===== config.mk =====
export PLATFORM = sky130hd
export DESIGN_NAME = rbe_nrm
export DESIGN_NICKNAME = d
export VERILOG_FILES = /design/src/rtl/core/rbe_pkg.sv /design/src/rtl/core/rbe_nrm.sv
export SDC_FILE = /design/constraint.sdc
export NUM_CORES = 1
export LEC_CHECK = 0
export BUFFER_PORTS_ARGS = -buffer_cell sky130_fd_sc_hd__buf_2
export CAP_MARGIN = 20
export CORE_MARGIN = 1
export CORE_UTILIZATION = 40
export DETAILED_ROUTE_END_ITERATION = 7
export HOLD_SLACK_MARGIN = 0.08
export PLACE_DENSITY = 0.6
export SYNTH_ARGS = -nofsm -noshare
export SYNTH_HDL_FRONTEND = slang
export SYNTH_SLANG_ARGS = --single-unit

===== constraint.sdc =====
create_clock -name clk -period 28.4 [get_ports clk]
set_input_delay 1.42 -clock clk [delete_from_list [all_inputs] [get_ports clk]]
set_output_delay 1.42 -clock clk [all_outputs]
set_load 0.05 [all_outputs]

===== src/rtl/core/rbe_pkg.sv =====
package rbe_pkg;

    // data types
    typedef logic signed [31:0] q_t;
    typedef logic [16:0]        dt_t;
    typedef logic [30:0]        minv_t;
    typedef logic [5:0]         addr_t;
    typedef logic signed [65:0] acc_t;
    typedef logic [4:0]         cnt_t;

    localparam int PAW    = 5;
    localparam int INIT_N = 18;
    localparam int LOAD_N = 14;
    localparam int OUT_N  = 12;

    localparam q_t   QONE     = 32'sd65536;
    localparam acc_t ACC_QMAX = 66'sd2147483647;
    localparam acc_t ACC_QMIN = -66'sd2147483648;
    localparam acc_t ACC_HALF = 66'sd32768;

    // scratch memory map
    localparam addr_t A_R    = 6'd0;
    localparam addr_t A_L    = 6'd9;
    localparam addr_t A_P    = 6'd12;
    localparam addr_t A_X    = 6'd15;
    localparam addr_t A_F    = 6'd18;
    localparam addr_t A_TQ   = 6'd21;
    localparam addr_t A_DT   = 6'd24;
    localparam addr_t A_IB   = 6'd25;
    localparam addr_t A_MINV = 6'd31;
    localparam addr_t A_TMP  = 6'd32;
    localparam addr_t A_IINV = 6'd41;
    localparam addr_t A_W    = 6'd50;
    localparam addr_t A_NW   = 6'd53;
    localparam addr_t A_VEL  = 6'd56;
    localparam addr_t A_T3   = 6'd59;

    // configuration register indexes
    typedef enum logic [2:0] {
        CFG_IXX, CFG_IYY, CFG_IZZ, CFG_IXY, CFG_IXZ, CFG_IYZ, CFG_MINV
    } cfg_idx_t;

    typedef enum logic [3:0] {
        ST_INIT, ST_IDLE, ST_LOAD, ST_RD, ST_EX, ST_AC, ST_ROOT, ST_DIV, ST_WAIT, ST_UNLD
    } st_t;

    typedef enum logic [1:0] {
        NS_IDLE, NS_ROOT, NS_DIV
    } nrm_st_t;

    typedef enum logic [2:0] {
        UK_MAC, UK_MSB, UK_ADD, UK_SUB, UK_SQR, UK_ROOT, UK_DIV
    } uop_kind_t;

    typedef enum logic [4:0] {
        PH_TMP, PH_IINV, PH_W, PH_NW, PH_VEL, PH_UPD, PH_D, PH_RUP,
        PH_SQ_A, PH_RT_A, PH_DV_A, PH_CR_A,
        PH_SQ_B, PH_RT_B, PH_DV_B, PH_CR_B,
        PH_SQ_C, PH_RT_C, PH_DV_C
    } phase_t;

    typedef struct packed {
        uop_kind_t kind;
        addr_t     ra;
        addr_t     rb;
        addr_t     dst;
    } uop_t;

    typedef struct packed {
        logic [1:0] ni;
        logic [1:0] nj;
        logic [1:0] nk;
    } lim_t;

    typedef struct packed {
        logic root_go;
        logic div_go;
    } nrm_req_t;

    typedef struct packed {
        logic done;
        q_t   value;
    } nrm_sts_t;

    function automatic logic [1:0] mod3p1(input logic [1:0] x);
        return (x == 2'd2) ? 2'd0 : x + 2'd1;
    endfunction

    function automatic logic [1:0] mod3p2(input logic [1:0] x);
        return (x == 2'd0) ? 2'd2 : x - 2'd1;
    endfunction

    function automatic addr_t ix3(input logic [1:0] r, input logic [1:0] c);
        return addr_t'({r, 1'b0}) + addr_t'(r) + addr_t'(c);
    endfunction

    // symmetric body inverse inertia, six stored entries
    function automatic addr_t ib_addr(input logic [1:0] r, input logic [1:0] c);
        if (r == c)
            return A_IB + addr_t'(r);
        return A_IB + 6'd2 + addr_t'(r) + addr_t'(c);
    endfunction

    function automatic acc_t sext_q(input q_t v);
        return acc_t'(v);
    endfunction

    function automatic q_t sat32(input acc_t v);
        if (v > ACC_QMAX)
            return q_t'(ACC_QMAX);
        if (v < ACC_QMIN)
            return q_t'(ACC_QMIN);
        return q_t'(v);
    endfunction

    // loop bounds (last index) of each phase
    function automatic lim_t lim_at(input phase_t ph);
        lim_t l;
        l = '{ni: 2'd0, nj: 2'd0, nk: 2'd0};
        case (ph)
            PH_TMP, PH_IINV:           l = '{ni: 2'd2, nj: 2'd2, nk: 2'd2};
            PH_W:                      l = '{ni: 2'd2, nj: 2'd0, nk: 2'd2};
            PH_NW, PH_VEL:             l = '{ni: 2'd2, nj: 2'd0, nk: 2'd0};
            PH_UPD, PH_D, PH_RUP:      l = '{ni: 2'd2, nj: 2'd2, nk: 2'd1};
            PH_SQ_A, PH_SQ_B, PH_SQ_C: l = '{ni: 2'd0, nj: 2'd0, nk: 2'd2};
            PH_DV_A, PH_DV_B, PH_DV_C: l = '{ni: 2'd2, nj: 2'd0, nk: 2'd0};
            PH_CR_A, PH_CR_B:          l = '{ni: 2'd2, nj: 2'd0, nk: 2'd1};
            default:                   l = '{ni: 2'd0, nj: 2'd0, nk: 2'd0};
        endcase
        return l;
    endfunction

    // micro-operation for a phase and loop position
    function automatic uop_t uop_at(input phase_t ph, input logic [1:0] i,
                                    input logic [1:0] j, input logic [1:0] k);
        uop_t       u;
        logic [1:0] i1;
        logic [1:0] i2;
        addr_t      sb;
        addr_t      mb;
        addr_t      ab;
        addr_t      bb;
        i1 = mod3p1(i);
        i2 = mod3p2(i);
        u  = '{kind: UK_MAC, ra: A_R, rb: A_R, dst: A_R};
        sb = A_L;
        mb = A_TQ;
        ab = A_R;
        bb = A_R;
        case (i)
            2'd1:    begin sb = A_P; mb = A_F;   end
            2'd2:    begin sb = A_X; mb = A_VEL; end
            default: begin sb = A_L; mb = A_TQ;  end
        endcase
        if (ph == PH_CR_A)
            ab = A_R + 6'd6;
        else
            bb = A_R + 6'd3;
        case (ph)
            PH_TMP:
            begin
                u.ra  = A_R + ix3(i, k);
                u.rb  = ib_addr(k, j);
                u.dst = A_TMP + ix3(i, j);
            end
            PH_IINV:
            begin
                u.ra  = A_TMP + ix3(i, k);
                u.rb  = A_R + ix3(j, k);
                u.dst = A_IINV + ix3(i, j);
            end
            PH_W:
            begin
                u.ra  = A_IINV + ix3(i, k);
                u.rb  = A_L + addr_t'(k);
                u.dst = A_W + addr_t'(i);
            end
            PH_NW:
            begin
                u.kind = UK_SUB;
                u.ra   = A_W + addr_t'(i);
                u.dst  = A_NW + addr_t'(i);
            end
            PH_VEL:
            begin
                u.ra  = A_MINV;
                u.rb  = A_P + addr_t'(i);
                u.dst = A_VEL + addr_t'(i);
            end
            PH_UPD:
            begin
                u.kind = (k == 2'd0) ? UK_ADD : UK_MAC;
                u.ra   = (k == 2'd0) ? sb + addr_t'(j) : mb + addr_t'(j);
                u.rb   = A_DT;
                u.dst  = sb + addr_t'(j);
            end
            PH_D:
            begin
                u.ra  = (k == 2'd0) ? A_NW + addr_t'(i2) : A_W + addr_t'(i1);
                u.rb  = (k == 2'd0) ? A_R + ix3(i1, j) : A_R + ix3(i2, j);
                u.dst = A_TMP + ix3(i, j);
            end
            PH_RUP:
            begin
                u.kind = (k == 2'd0) ? UK_ADD : UK_MAC;
                u.ra   = (k == 2'd0) ? A_R + ix3(i, j) : A_TMP + ix3(i, j);
                u.rb   = A_DT;
                u.dst  = A_R + ix3(i, j);
            end
            PH_SQ_A:
            begin
                u.kind = UK_SQR;
                u.ra   = A_R + addr_t'(k);
                u.rb   = A_R + addr_t'(k);
            end
            PH_SQ_B, PH_SQ_C:
            begin
                u.kind = UK_SQR;
                u.ra   = A_T3 + addr_t'(k);
                u.rb   = A_T3 + addr_t'(k);
            end
            PH_RT_A, PH_RT_B, PH_RT_C:
            begin
                u.kind = UK_ROOT;
            end
            PH_DV_A:
            begin
                u.kind = UK_DIV;
                u.ra   = A_R + addr_t'(i);
                u.dst  = A_R + addr_t'(i);
            end
            PH_DV_B:
            begin
                u.kind = UK_DIV;
                u.ra   = A_T3 + addr_t'(i);
                u.dst  = A_R + 6'd3 + addr_t'(i);
            end
            PH_DV_C:
            begin
                u.kind = UK_DIV;
                u.ra   = A_T3 + addr_t'(i);
                u.dst  = A_R + 6'd6 + addr_t'(i);
            end
            PH_CR_A, PH_CR_B:
            begin
                u.kind = (k == 2'd0) ? UK_MAC : UK_MSB;
                u.ra   = (k == 2'd0) ? ab + addr_t'(i1) : ab + addr_t'(i2);
                u.rb   = (k == 2'd0) ? bb + addr_t'(i2) : bb + addr_t'(i1);
                u.dst  = A_T3 + addr_t'(i);
            end
            default:
            begin
                u = '{kind: UK_MAC, ra: A_R, rb: A_R, dst: A_R};
            end
        endcase
        return u;
    endfunction

endpackage


===== src/rtl/core/rbe_nrm.sv =====
module rbe_nrm (
    input  logic              clk,
    input  logic              rst_n,
    input  rbe_pkg::nrm_req_t req,
    input  logic [63:0]       root_val,
    input  rbe_pkg::q_t       div_val,
    output rbe_pkg::nrm_sts_t sts
);
    import rbe_pkg::*;

    nrm_st_t     ns_reg;
    nrm_st_t     ns_next;
    logic [5:0]  it_reg;
    logic [5:0]  it_next;
    logic        done_reg;
    logic        done_next;
    logic [63:0] x_reg;
    logic [63:0] r_reg;
    logic [63:0] bit_reg;
    logic [31:0] n_reg;
    logic [31:0] rem_reg;
    logic [47:0] quo_reg;
    logic        neg_reg;
    logic        zero_reg;
    q_t          val_reg;

    logic [63:0] rb_sum;
    logic        root_ge;
    logic [63:0] x_step;
    logic [63:0] r_step;
    logic [32:0] rem_sh;
    logic        div_ge;
    logic [32:0] rem_sub;
    logic [47:0] quo_step;
    logic [32:0] sx;
    logic [32:0] mag33;
    logic [47:0] dividend;
    q_t          div_res;

    // one root bit per cycle
    always_comb
    begin
        rb_sum  = r_reg + bit_reg;
        root_ge = (x_reg >= rb_sum);
        x_step  = root_ge ? x_reg - rb_sum : x_reg;
        r_step  = root_ge ? (r_reg >> 1) + bit_reg : r_reg >> 1;
    end

    // one quotient bit per cycle
    always_comb
    begin
        rem_sh   = {rem_reg, quo_reg[47]};
        div_ge   = (rem_sh >= {1'b0, n_reg});
        rem_sub  = div_ge ? rem_sh - {1'b0, n_reg} : rem_sh;
        quo_step = {quo_reg[46:0], div_ge};
        sx       = {div_val[31], div_val};
        mag33    = div_val[31] ? (~sx + 33'd1) : sx;
        dividend = {mag33[31:0], 16'd0} + 48'(n_reg >> 1);
    end

    // saturate and sign the finished quotient, zero for a zero divisor
    always_comb
    begin
        if (zero_reg)
            div_res = '0;
        else if (!neg_reg)
            div_res = (quo_step > 48'h0000_7FFF_FFFF) ? q_t'(ACC_QMAX) : q_t'(quo_step[31:0]);
        else if (quo_step >= 48'h0000_8000_0000)
            div_res = q_t'(ACC_QMIN);
        else
            div_res = q_t'(~quo_step[31:0] + 32'd1);
    end

    // sequencer
    always_comb
    begin
        ns_next   = ns_reg;
        it_next   = it_reg;
        done_next = 1'b0;
        case (ns_reg)
            NS_IDLE:
            begin
                it_next = '0;
                if (req.root_go)
                    ns_next = NS_ROOT;
                else if (req.div_go)
                    ns_next = NS_DIV;
            end
            NS_ROOT:
            begin
                it_next = it_reg + 6'd1;
                if (it_reg == 6'd31)
                begin
                    ns_next   = NS_IDLE;
                    done_next = 1'b1;
                end
            end
            NS_DIV:
            begin
                it_next = it_reg + 6'd1;
                if (it_reg == 6'd47)
                begin
                    ns_next   = NS_IDLE;
                    done_next = 1'b1;
                end
            end
            default:
            begin
                ns_next = NS_IDLE;
            end
        endcase
    end

    always_ff @(posedge clk or negedge rst_n)
    begin
        if (!rst_n)
        begin
            ns_reg   <= NS_IDLE;
            it_reg   <= '0;
            done_reg <= 1'b0;
        end
        else
        begin
            ns_reg   <= ns_next;
            it_reg   <= it_next;
            done_reg <= done_next;
        end
    end

    // datapath registers
    always_ff @(posedge clk)
    begin
        case (ns_reg)
            NS_IDLE:
            begin
                if (req.root_go)
                begin
                    x_reg   <= root_val;
                    r_reg   <= '0;
                    bit_reg <= 64'h4000_0000_0000_0000;
                end
                else if (req.div_go)
                begin
                    quo_reg  <= dividend;
                    rem_reg  <= '0;
                    neg_reg  <= div_val[31];
                    zero_reg <= (n_reg == '0);
                end
            end
            NS_ROOT:
            begin
                x_reg   <= x_step;
                r_reg   <= r_step;
                bit_reg <= bit_reg >> 2;
                if (it_reg == 6'd31)
                    n_reg <= r_step[31:0];
            end
            NS_DIV:
            begin
                rem_reg <= rem_sub[31:0];
                quo_reg <= quo_step;
                if (it_reg == 6'd47)
                    val_reg <= div_res;
            end
            default:
            begin
                val_reg <= val_reg;
            end
        endcase
    end

    assign sts.done  = done_reg;
    assign sts.value = val_reg;

endmodule


==> metrics.log, run 1 <==
INFO  metric outcome = finished clean
INFO  metric synth.area.top_cells = sky130_fd_sc_hd__edfxtp_1 (36%), sky130_fd_sc_hd__ha_1 (8.9%), sky130_fd_sc_hd__xnor2_1 (4.8%), sky130_fd_sc_hd__o21ai_0 (4.3%), sky130_fd_sc_hd__nand2_1 (3.9%)
INFO  metric clock_latency = 0.59 ns
INFO  metric globalRoute.totalOverflow = 0
INFO  metric postCtsResizedCells = 0
INFO  metric ant_nets = 0
INFO  metric fin_skew = 0.0317 ns
INFO  metric timing.critical_path.max_delay_family = compound AO/OA/AOI/OAI gates
INFO  metric wl_per_cell = 18.0 um
INFO  metric critical_path_peak_fanout = 45
INFO  metric route.vias.total = 21700
INFO  metric cts_htree_levels = 2
INFO  metric post_synth_inst_count = 2838
INFO  metric post_cts_setup_buffer_count = 0
INFO  metric clock_sink_count = 315
INFO  metric synth_largest_type_area_fraction = 35.7%
INFO  metric core_area = 0.0633 mm2
INFO  metric synth_seq_area_share = 36.6%
INFO  metric wl = 68000 um
INFO  metric period_minus_ws_final = 7.09 ns
INFO  metric criticalPathCategory = flip-flop to flip-flop
INFO  metric timing.critical_path.to_type = flip-flop
INFO  metric drcViolationCount = 0
INFO  metric cts_tree = built
INFO  metric final.period_utilization = 25.0%
INFO  metric yosys.area.top_type = sky130_fd_sc_hd__edfxtp_1
INFO  metric ys_dominant_reg_cell = sky130_fd_sc_hd__edfxtp_1
INFO  metric setup_viol = 0
INFO  metric clock_tree.buffer_depth = 3
INFO  metric first_pass_iteration_count_of_the_detailed_router = 6
INFO  metric synth_edf_count = 306
INFO  metric grt_setup_unrepaired = no
INFO  metric largest_net_degree_at_the_start_of_global_routing = 94
INFO  metric detail_route.vias_per_cell = 5.73
INFO  metric postSynthAreaPerCell = 9.06 um2
INFO  metric antenna_found_initial = 1
INFO  metric die_width = 256 um
INFO  metric floorplan.initialDensity = 40.6%
INFO  metric ioPinCount = 133
INFO  metric synth.lib_cells_used.distinct = 86
INFO  metric design.die.area = 0.0653 mm2
INFO  metric insertedDiodeCount = 0
INFO  metric critical_path.n_buffers_inverters = 2
INFO  metric buffer_ports.inserted = 132
INFO  metric grt_pass1_wl = 110000 um
INFO  metric startpoint_type = flip-flop
INFO  metric synthToLayoutAreaGrowth = 10.4%
INFO  metric clk_transition_reported_paths = 0.06 ns
INFO  metric ordered_cell_list_for_the_critical_path = ha_1 -> a31oi_1 -> a211oi_1 -> a31o_2 -> a21bo_2 -> a21boi_0 -> o21a_1 -> o21ai_0 -> a21boi_0 -> o21bai_1 -> xnor2_1 -> ha_1 -> nand2_1 -> o21ai_0 -> a21oi_1 -> o31ai_1 -> a211oi_1 -> o21ai_4 -> buf_4 -> buf_4 -> mux2_2 -> and2_1
INFO  metric fmax = 0.141 GHz
INFO  metric number_of_global_route_vias_before_repair = 20900
INFO  metric post-dp-hpwl = 51800 um
INFO  metric timing.slew.headroom = 29.0%
INFO  metric cts-root-buf = sky130_fd_sc_hd__clkbuf_16
INFO  metric cp_data_arrival_time = 7.42 ns
INFO  metric final_hold_viol_count = 0
INFO  metric cts_hold_buffers = 0
INFO  metric synth_most_common_cell = sky130_fd_sc_hd__edfxtp_1
INFO  metric globalplace.congestion = 0.910
INFO  metric slew_violations = 0
INFO  metric synth_area = 0.0257 mm2
INFO  metric total_number_of_nets_in_the_final_design = 3192
INFO  metric tritoncts.num_buffers = 40
INFO  metric final_layout_size_suffix_gt1_share = 10.6%
INFO  metric critPathSlowestCell = sky130_fd_sc_hd__a21boi_0
INFO  metric required_worst_endpoint = 28.73 ns
INFO  metric die_h = 256 um
INFO  metric tightest_slew = 1.06 ns
INFO  metric placement_rows = 92
INFO  metric cap_viol_max_count = 0
INFO  metric ys_seq_elements = 315
INFO  metric initialDrtViolationCount = 1558
INFO  metric all_layer_global_routing_usage = 20.4%
INFO  metric hold_class = flip-flop to flip-flop
INFO  metric aggregate_negative_setup_slack = 0 ns
INFO  metric crit_path_max_incr_delay = 0.57 ns
INFO  metric synth_common_cells = sky130_fd_sc_hd__edfxtp_1 (306), sky130_fd_sc_hd__nand2_1 (270), sky130_fd_sc_hd__nor2_1 (240)
INFO  metric synth_fp_nets = 3125
INFO  metric synth_warn = 0
INFO  metric async_reset_ff_share = 2.86%
through the flow:
| step | utilization [%] | setup slack, ns | cells | hold WS [ns] | area, um2 |
|---|---|---|---|---|---|
| after global routing | 44.9 | 20.63 | 3781 | 0.532 | 28400 |
| after global placement | 42.9 | 21.52 | 3709 | 0.497 | 27200 |
| after CTS | 44.9 | 21.34 | 3781 | 0.512 | 28400 |
| after detailed placement | 42.9 | 21.38 | 3709 | 0.501 | 27200 |
| final | 44.9 | 21.31 | 3781 | 0.513 | 28400 |
| after floorplan | - | 18.44 | 2838 | 0.471 | 25700 |
cells in the final DEF, fill, tap and decap left out, types with 15 or more instances in the layout:
cell type	instances
sky130_fd_sc_hd__o31ai_1	26
sky130_fd_sc_hd__or3_1	26
sky130_fd_sc_hd__nor2_1	238
sky130_fd_sc_hd__nand4_1	56
sky130_fd_sc_hd__ha_1	182
sky130_fd_sc_hd__and3_1	15
sky130_fd_sc_hd__nor4_1	42
sky130_fd_sc_hd__o21bai_1	32
sky130_fd_sc_hd__and2_1	78
sky130_fd_sc_hd__o21ai_0	218
sky130_fd_sc_hd__nand3_1	52
sky130_fd_sc_hd__o21a_1	17
sky130_fd_sc_hd__nor2b_1	38
sky130_fd_sc_hd__inv_1	92
sky130_fd_sc_hd__nand2_1	270
sky130_fd_sc_hd__buf_2	132
sky130_fd_sc_hd__xnor2_1	142
sky130_fd_sc_hd__buf_4	16
sky130_fd_sc_hd__mux2i_1	32
sky130_fd_sc_hd__a31oi_1	90
sky130_fd_sc_hd__xor2_1	114
sky130_fd_sc_hd__a21oi_1	184
sky130_fd_sc_hd__a21o_1	84
sky130_fd_sc_hd__a211oi_1	33
sky130_fd_sc_hd__clkbuf_16	40
sky130_fd_sc_hd__nor3_1	53
sky130_fd_sc_hd__nand2b_1	22
sky130_fd_sc_hd__mux2_2	65
sky130_fd_sc_hd__edfxtp_1	306
routing by layer:
layer,vias to the layer above,share of wire (%),GRT usage [%]
met5,-,0.019,0
met2,627,45,33.1
met1,10200,47,28.3
li1,10700,-,-
met4,2,2.9,6.85
met3,108,4.8,2.19
cell type report:
cell class              count  area [um2]
clock buffers              54        1050
clock inverters            18         189
fillers                  6232       34900
inverters                  93         349
multi-input cells        2307       15600
flip-flops and latches    315        9410
well taps                 846        1060
repair buffers            148         781
worst paths after layout:
path | startpoint | to | slack [ns] | cells past startpoint
setup / recovery | r_reg[2]$_SDFFCE_PN0P_ | r_reg[1]$_SDFFCE_PN0P_ | 21.31 | 22
hold / removal | it_reg[2]$_DFFE_PN0P_ | it_reg[2]$_DFFE_PN0P_ | 0.51 | 1
setup reg to reg | r_reg[2]$_SDFFCE_PN0P_ | r_reg[1]$_SDFFCE_PN0P_ | 21.31 | 22
hold reg to reg | it_reg[2]$_DFFE_PN0P_ | it_reg[2]$_DFFE_PN0P_ | 0.51 | 1
max in group asynchronous | rst_n | it_reg[3]$_DFFE_PN0P_ | 27.54 | 1
min in group asynchronous | rst_n | it_reg[5]$_DFFE_PN0P_ | 0.68 | 1
worst register-to-register path, delay by kind of cell (launching register included):
| kind | cells | cell delay, ns |
|---|---|---|
| AO/OA/AOI/OAI | 14 | 3.75 |
| buffers and inverters | 2 | 0.93 |
| adder cells (fa/ha/maj) | 2 | 0.76 |
| flip-flops | 1 | 0.45 |
| multiplexers | 1 | 0.44 |
| AND/OR/NAND/NOR | 2 | 0.34 |
| XOR/XNOR | 1 | 0.17 |
kinds of logic after synthesis:
family / after synthesis / share of synthesized area (%)
AOI/OAI and AO/OA: 826 / 20.3
xor gates and xnor gates: 256 / 8.72
adders and majority gates: 187 / 9.18
buffers and inverters: 216 / 3.21
DFF: 315 / 36.6
muxes: 97 / 4.09
and+or+nand+nor: 941 / 17.9
Power of run 1 is left out: the tool's default activity adds up to more than one toggle a clock period on the data nets, which glitch-free logic cannot reach.
==> inputs of run 2 (changes only) <==
--- a/config.mk
+++ b/config.mk
@@ -11,7 +11,7 @@
 export CORE_UTILIZATION = 40
 export DETAILED_ROUTE_END_ITERATION = 7
 export HOLD_SLACK_MARGIN = 0.08
-export PLACE_DENSITY = 0.6
+export PLACE_DENSITY = 0.62
 export SYNTH_ARGS = -nofsm -noshare
 export SYNTH_HDL_FRONTEND = slang
 export SYNTH_SLANG_ARGS = --single-unit
==> constraint.sdc (replaced) <==
create_clock -name clk -period 6.1 [get_ports clk]
set_input_delay 0.305 -clock clk [delete_from_list [all_inputs] [get_ports clk]]
set_output_delay 0.305 -clock clk [all_outputs]
set_load 0.05 [all_outputs]
==> run 2 against run 1 <==
Net effect:
- final area up 3.7%
- first-iteration DRC count decreased by 11%
- critical endpoint is now r_reg[57]$_SDFFCE_PN0P_
- fmax rose by 24%
- final cell count is 2.1% higher
- via count up 0.84%
- critical path depth unchanged
- sequential share of layout area decreased by 1.2 points
- global-route usage rose by 0.33 points
- sequential cell count did not move
- clock-buffer cell count shrank 9
- hold slack worse by 0.40 ns
==> metrics.log, run 2 (synthesis gave the netlist of run 1 again) <==
INFO  metric outcome = finished clean
INFO  metric first_pass_iteration_count_of_the_detailed_router = 5
INFO  metric insertedDiodeCount = 0
INFO  metric period_minus_ws_final = 5.70 ns
INFO  metric required_worst_endpoint = 6.40 ns
INFO  metric fin_skew = 0.0329 ns
INFO  metric grt_pass1_wl = 112000 um
INFO  metric aggregate_negative_setup_slack = 0 ns
INFO  metric globalplace.congestion = 0.909
INFO  metric initialDrtViolationCount = 1386
INFO  metric route.vias.total = 21900
INFO  metric final.period_utilization = 93.5%
INFO  metric core_area = 0.0633 mm2
INFO  metric layout.cells.most_common_list = sky130_fd_sc_hd__edfxtp_1 (306), sky130_fd_sc_hd__nand2_1 (270), sky130_fd_sc_hd__nor2_1 (238)
INFO  metric worst_r2r_endpoint = r_reg[57]$_SDFFCE_PN0P_
INFO  metric min-delay-start = root_val[0]
INFO  metric wl_per_cell = 18.1 um
INFO  metric floorplan.initialDensity = 40.6%
INFO  metric post-dp-hpwl = 52600 um
INFO  metric die_width = 256 um
INFO  metric ordered_cell_list_for_the_critical_path = ha_4 -> a31oi_4 -> a211oi_2 -> a31o_2 -> a21bo_2 -> a21boi_2 -> o21a_1 -> o21ai_0 -> a21boi_2 -> o21bai_1 -> xnor2_1 -> ha_1 -> nand2_1 -> o21ai_1 -> a21oi_1 -> o31ai_1 -> a211oi_2 -> o21ai_4 -> buf_6 -> a21boi_0 -> xnor2_1 -> nor2_1
INFO  metric clock_tree.buffer_depth = 3
INFO  metric r2r-start = r_reg[2]$_SDFFCE_PN0P_
INFO  metric clock_sink_count = 315
INFO  metric grt_setup_unrepaired = no
INFO  metric timing.critical_path.to = r_reg[57]$_SDFFCE_PN0P_
INFO  metric ioPinCount = 133
INFO  metric wl = 69900 um
INFO  metric critical_path_peak_fanout = 32
INFO  metric mostFrequentLayoutCell = sky130_fd_sc_hd__edfxtp_1
INFO  metric buffer_ports.inserted = 132
INFO  metric final_hold_viol_count = 0
INFO  metric ant_nets = 0
INFO  metric pre_cts_ws = -0.141 ns
INFO  metric cts_tree = built
INFO  metric drcViolationCount = 0
INFO  metric hold_class = input pin to flip-flop
INFO  metric criticalPathCategory = flip-flop to flip-flop
INFO  metric antenna_found_initial = 1
INFO  metric timing.critical_path.to_type = flip-flop
INFO  metric cap_viol_max_count = 0
INFO  metric flop2flop_setup_slack = 0.40 ns
INFO  metric layout_setup_ws = 0.399 ns
INFO  metric die_h = 256 um
INFO  metric largest_net_degree_at_the_start_of_global_routing = 94
INFO  metric seqCellArea = 0.00941 mm2
INFO  metric total_number_of_nets_in_the_final_design = 3272
INFO  metric design.die.area = 0.0653 mm2
INFO  metric worst_hold_slack = 0.116 ns
INFO  metric synthToLayoutAreaGrowth = 14.4%
INFO  metric startpoint_type = flip-flop
INFO  metric crit_path_max_incr_delay = 0.47 ns
INFO  metric final_layout_size_suffix_gt1_share = 11.9%
INFO  metric clk_transition_reported_paths = 0.06 ns
INFO  metric cts_htree_levels = 2
INFO  metric placement_rows = 92
INFO  metric slew_violations = 0
INFO  metric tritoncts.num_buffers = 39
INFO  metric fill_cells = 6097
INFO  metric clock_latency = 0.59 ns
INFO  metric globalRoute.totalOverflow = 0
INFO  metric critPathSlowestCell = sky130_fd_sc_hd__edfxtp_1
INFO  metric cts-root-buf = sky130_fd_sc_hd__clkbuf_16
INFO  metric all_layer_global_routing_usage = 20.7%
INFO  metric setup_viol = 0
INFO  metric timing.slew.headroom = 32.3%
INFO  metric fmax = 0.175 GHz
INFO  metric cp_data_arrival_time = 6.00 ns
INFO  metric number_of_global_route_vias_before_repair = 21000
INFO  metric r2r.worst_path.cells = 22
INFO  metric tightest_slew = 1.02 ns
INFO  metric detail_route.vias_per_cell = 5.66
INFO  metric cp_startpoint = r_reg[2]$_SDFFCE_PN0P_
INFO  metric area_of_combinational_cells_with_multiple_inputs = 0.0157 mm2
## run 2: area by class of cell
type | count | share of cell area [%]
clock buffers | 45 | 3.39
clock inverters | 25 | 0.910
inverters | 93 | 1.19
multi-input cells | 2307 | 53.5
flip-flops and latches | 315 | 32.0
well taps | 846 | 3.60
repair buffers | 229 | 5.48
## run 2: worst min path at each step
stage	to	slack [ns]	depth (start not counted)
2_1_floorplan	done_reg$_DFF_PN0_	0.009	0
3_3_place_gp	it_reg[0]$_DFFE_PN0P_	0.17	1
5_1_grt	x_reg[0]$_DFFE_PP_	0.12	3
3_5_place_dp	it_reg[3]$_DFFE_PN0P_	0.17	1
6_report	x_reg[0]$_DFFE_PP_	0.12	3
4_1_cts	x_reg[63]$_DFFE_PP_	0.09	4
## run 2: worst max-delay path, delay by kind of cell, from the launching register on
family / cells / cell delay, ns
AO/OA/AOI/OAI: 15 / 3.38
buffers and inverters: 1 / 0.27
AND/OR/NAND/NOR: 2 / 0.30
flip-flops: 1 / 0.47
XOR/XNOR: 2 / 0.29
adder cells (fa/ha/maj): 2 / 0.70
## run 2: metal layers
metal | vias to the layer above | global-route usage (%) | part of all wire, %
met5 | - | 0 | 0.029
li1 | 10900 | - | -
met4 | 2 | 6.27 | 2.4
met3 | 109 | 2.31 | 4.7
met2 | 600 | 33.7 | 46
met1 | 10300 | 28.9 | 47
## run 2: per-stage QoR
step | util [%] | area [um2] | std cells
floorplan | - | 25900 | 2838
global route | 46.5 | 29400 | 3860
detailed placement | 43.3 | 27400 | 3721
CTS | 46.4 | 29400 | 3857
finish | 46.5 | 29400 | 3860
global placement | 43.3 | 27400 | 3721
## run 2: timing repair
| item | 4_1_cts | 5_1_grt |
|---|---|---|
| setup endpoints to repair | 89 | 119 |
| gates cloned | 0 | 2 |
| setup buffers | 2 | 1 |
| hold endpoints to repair | 72 | 0 |
| hold buffers | 64 | 0 |
| pin swaps | 0 | 0 |
| gates resized for setup | 2 | 8 |
Power of run 2 is left out for the same reason.
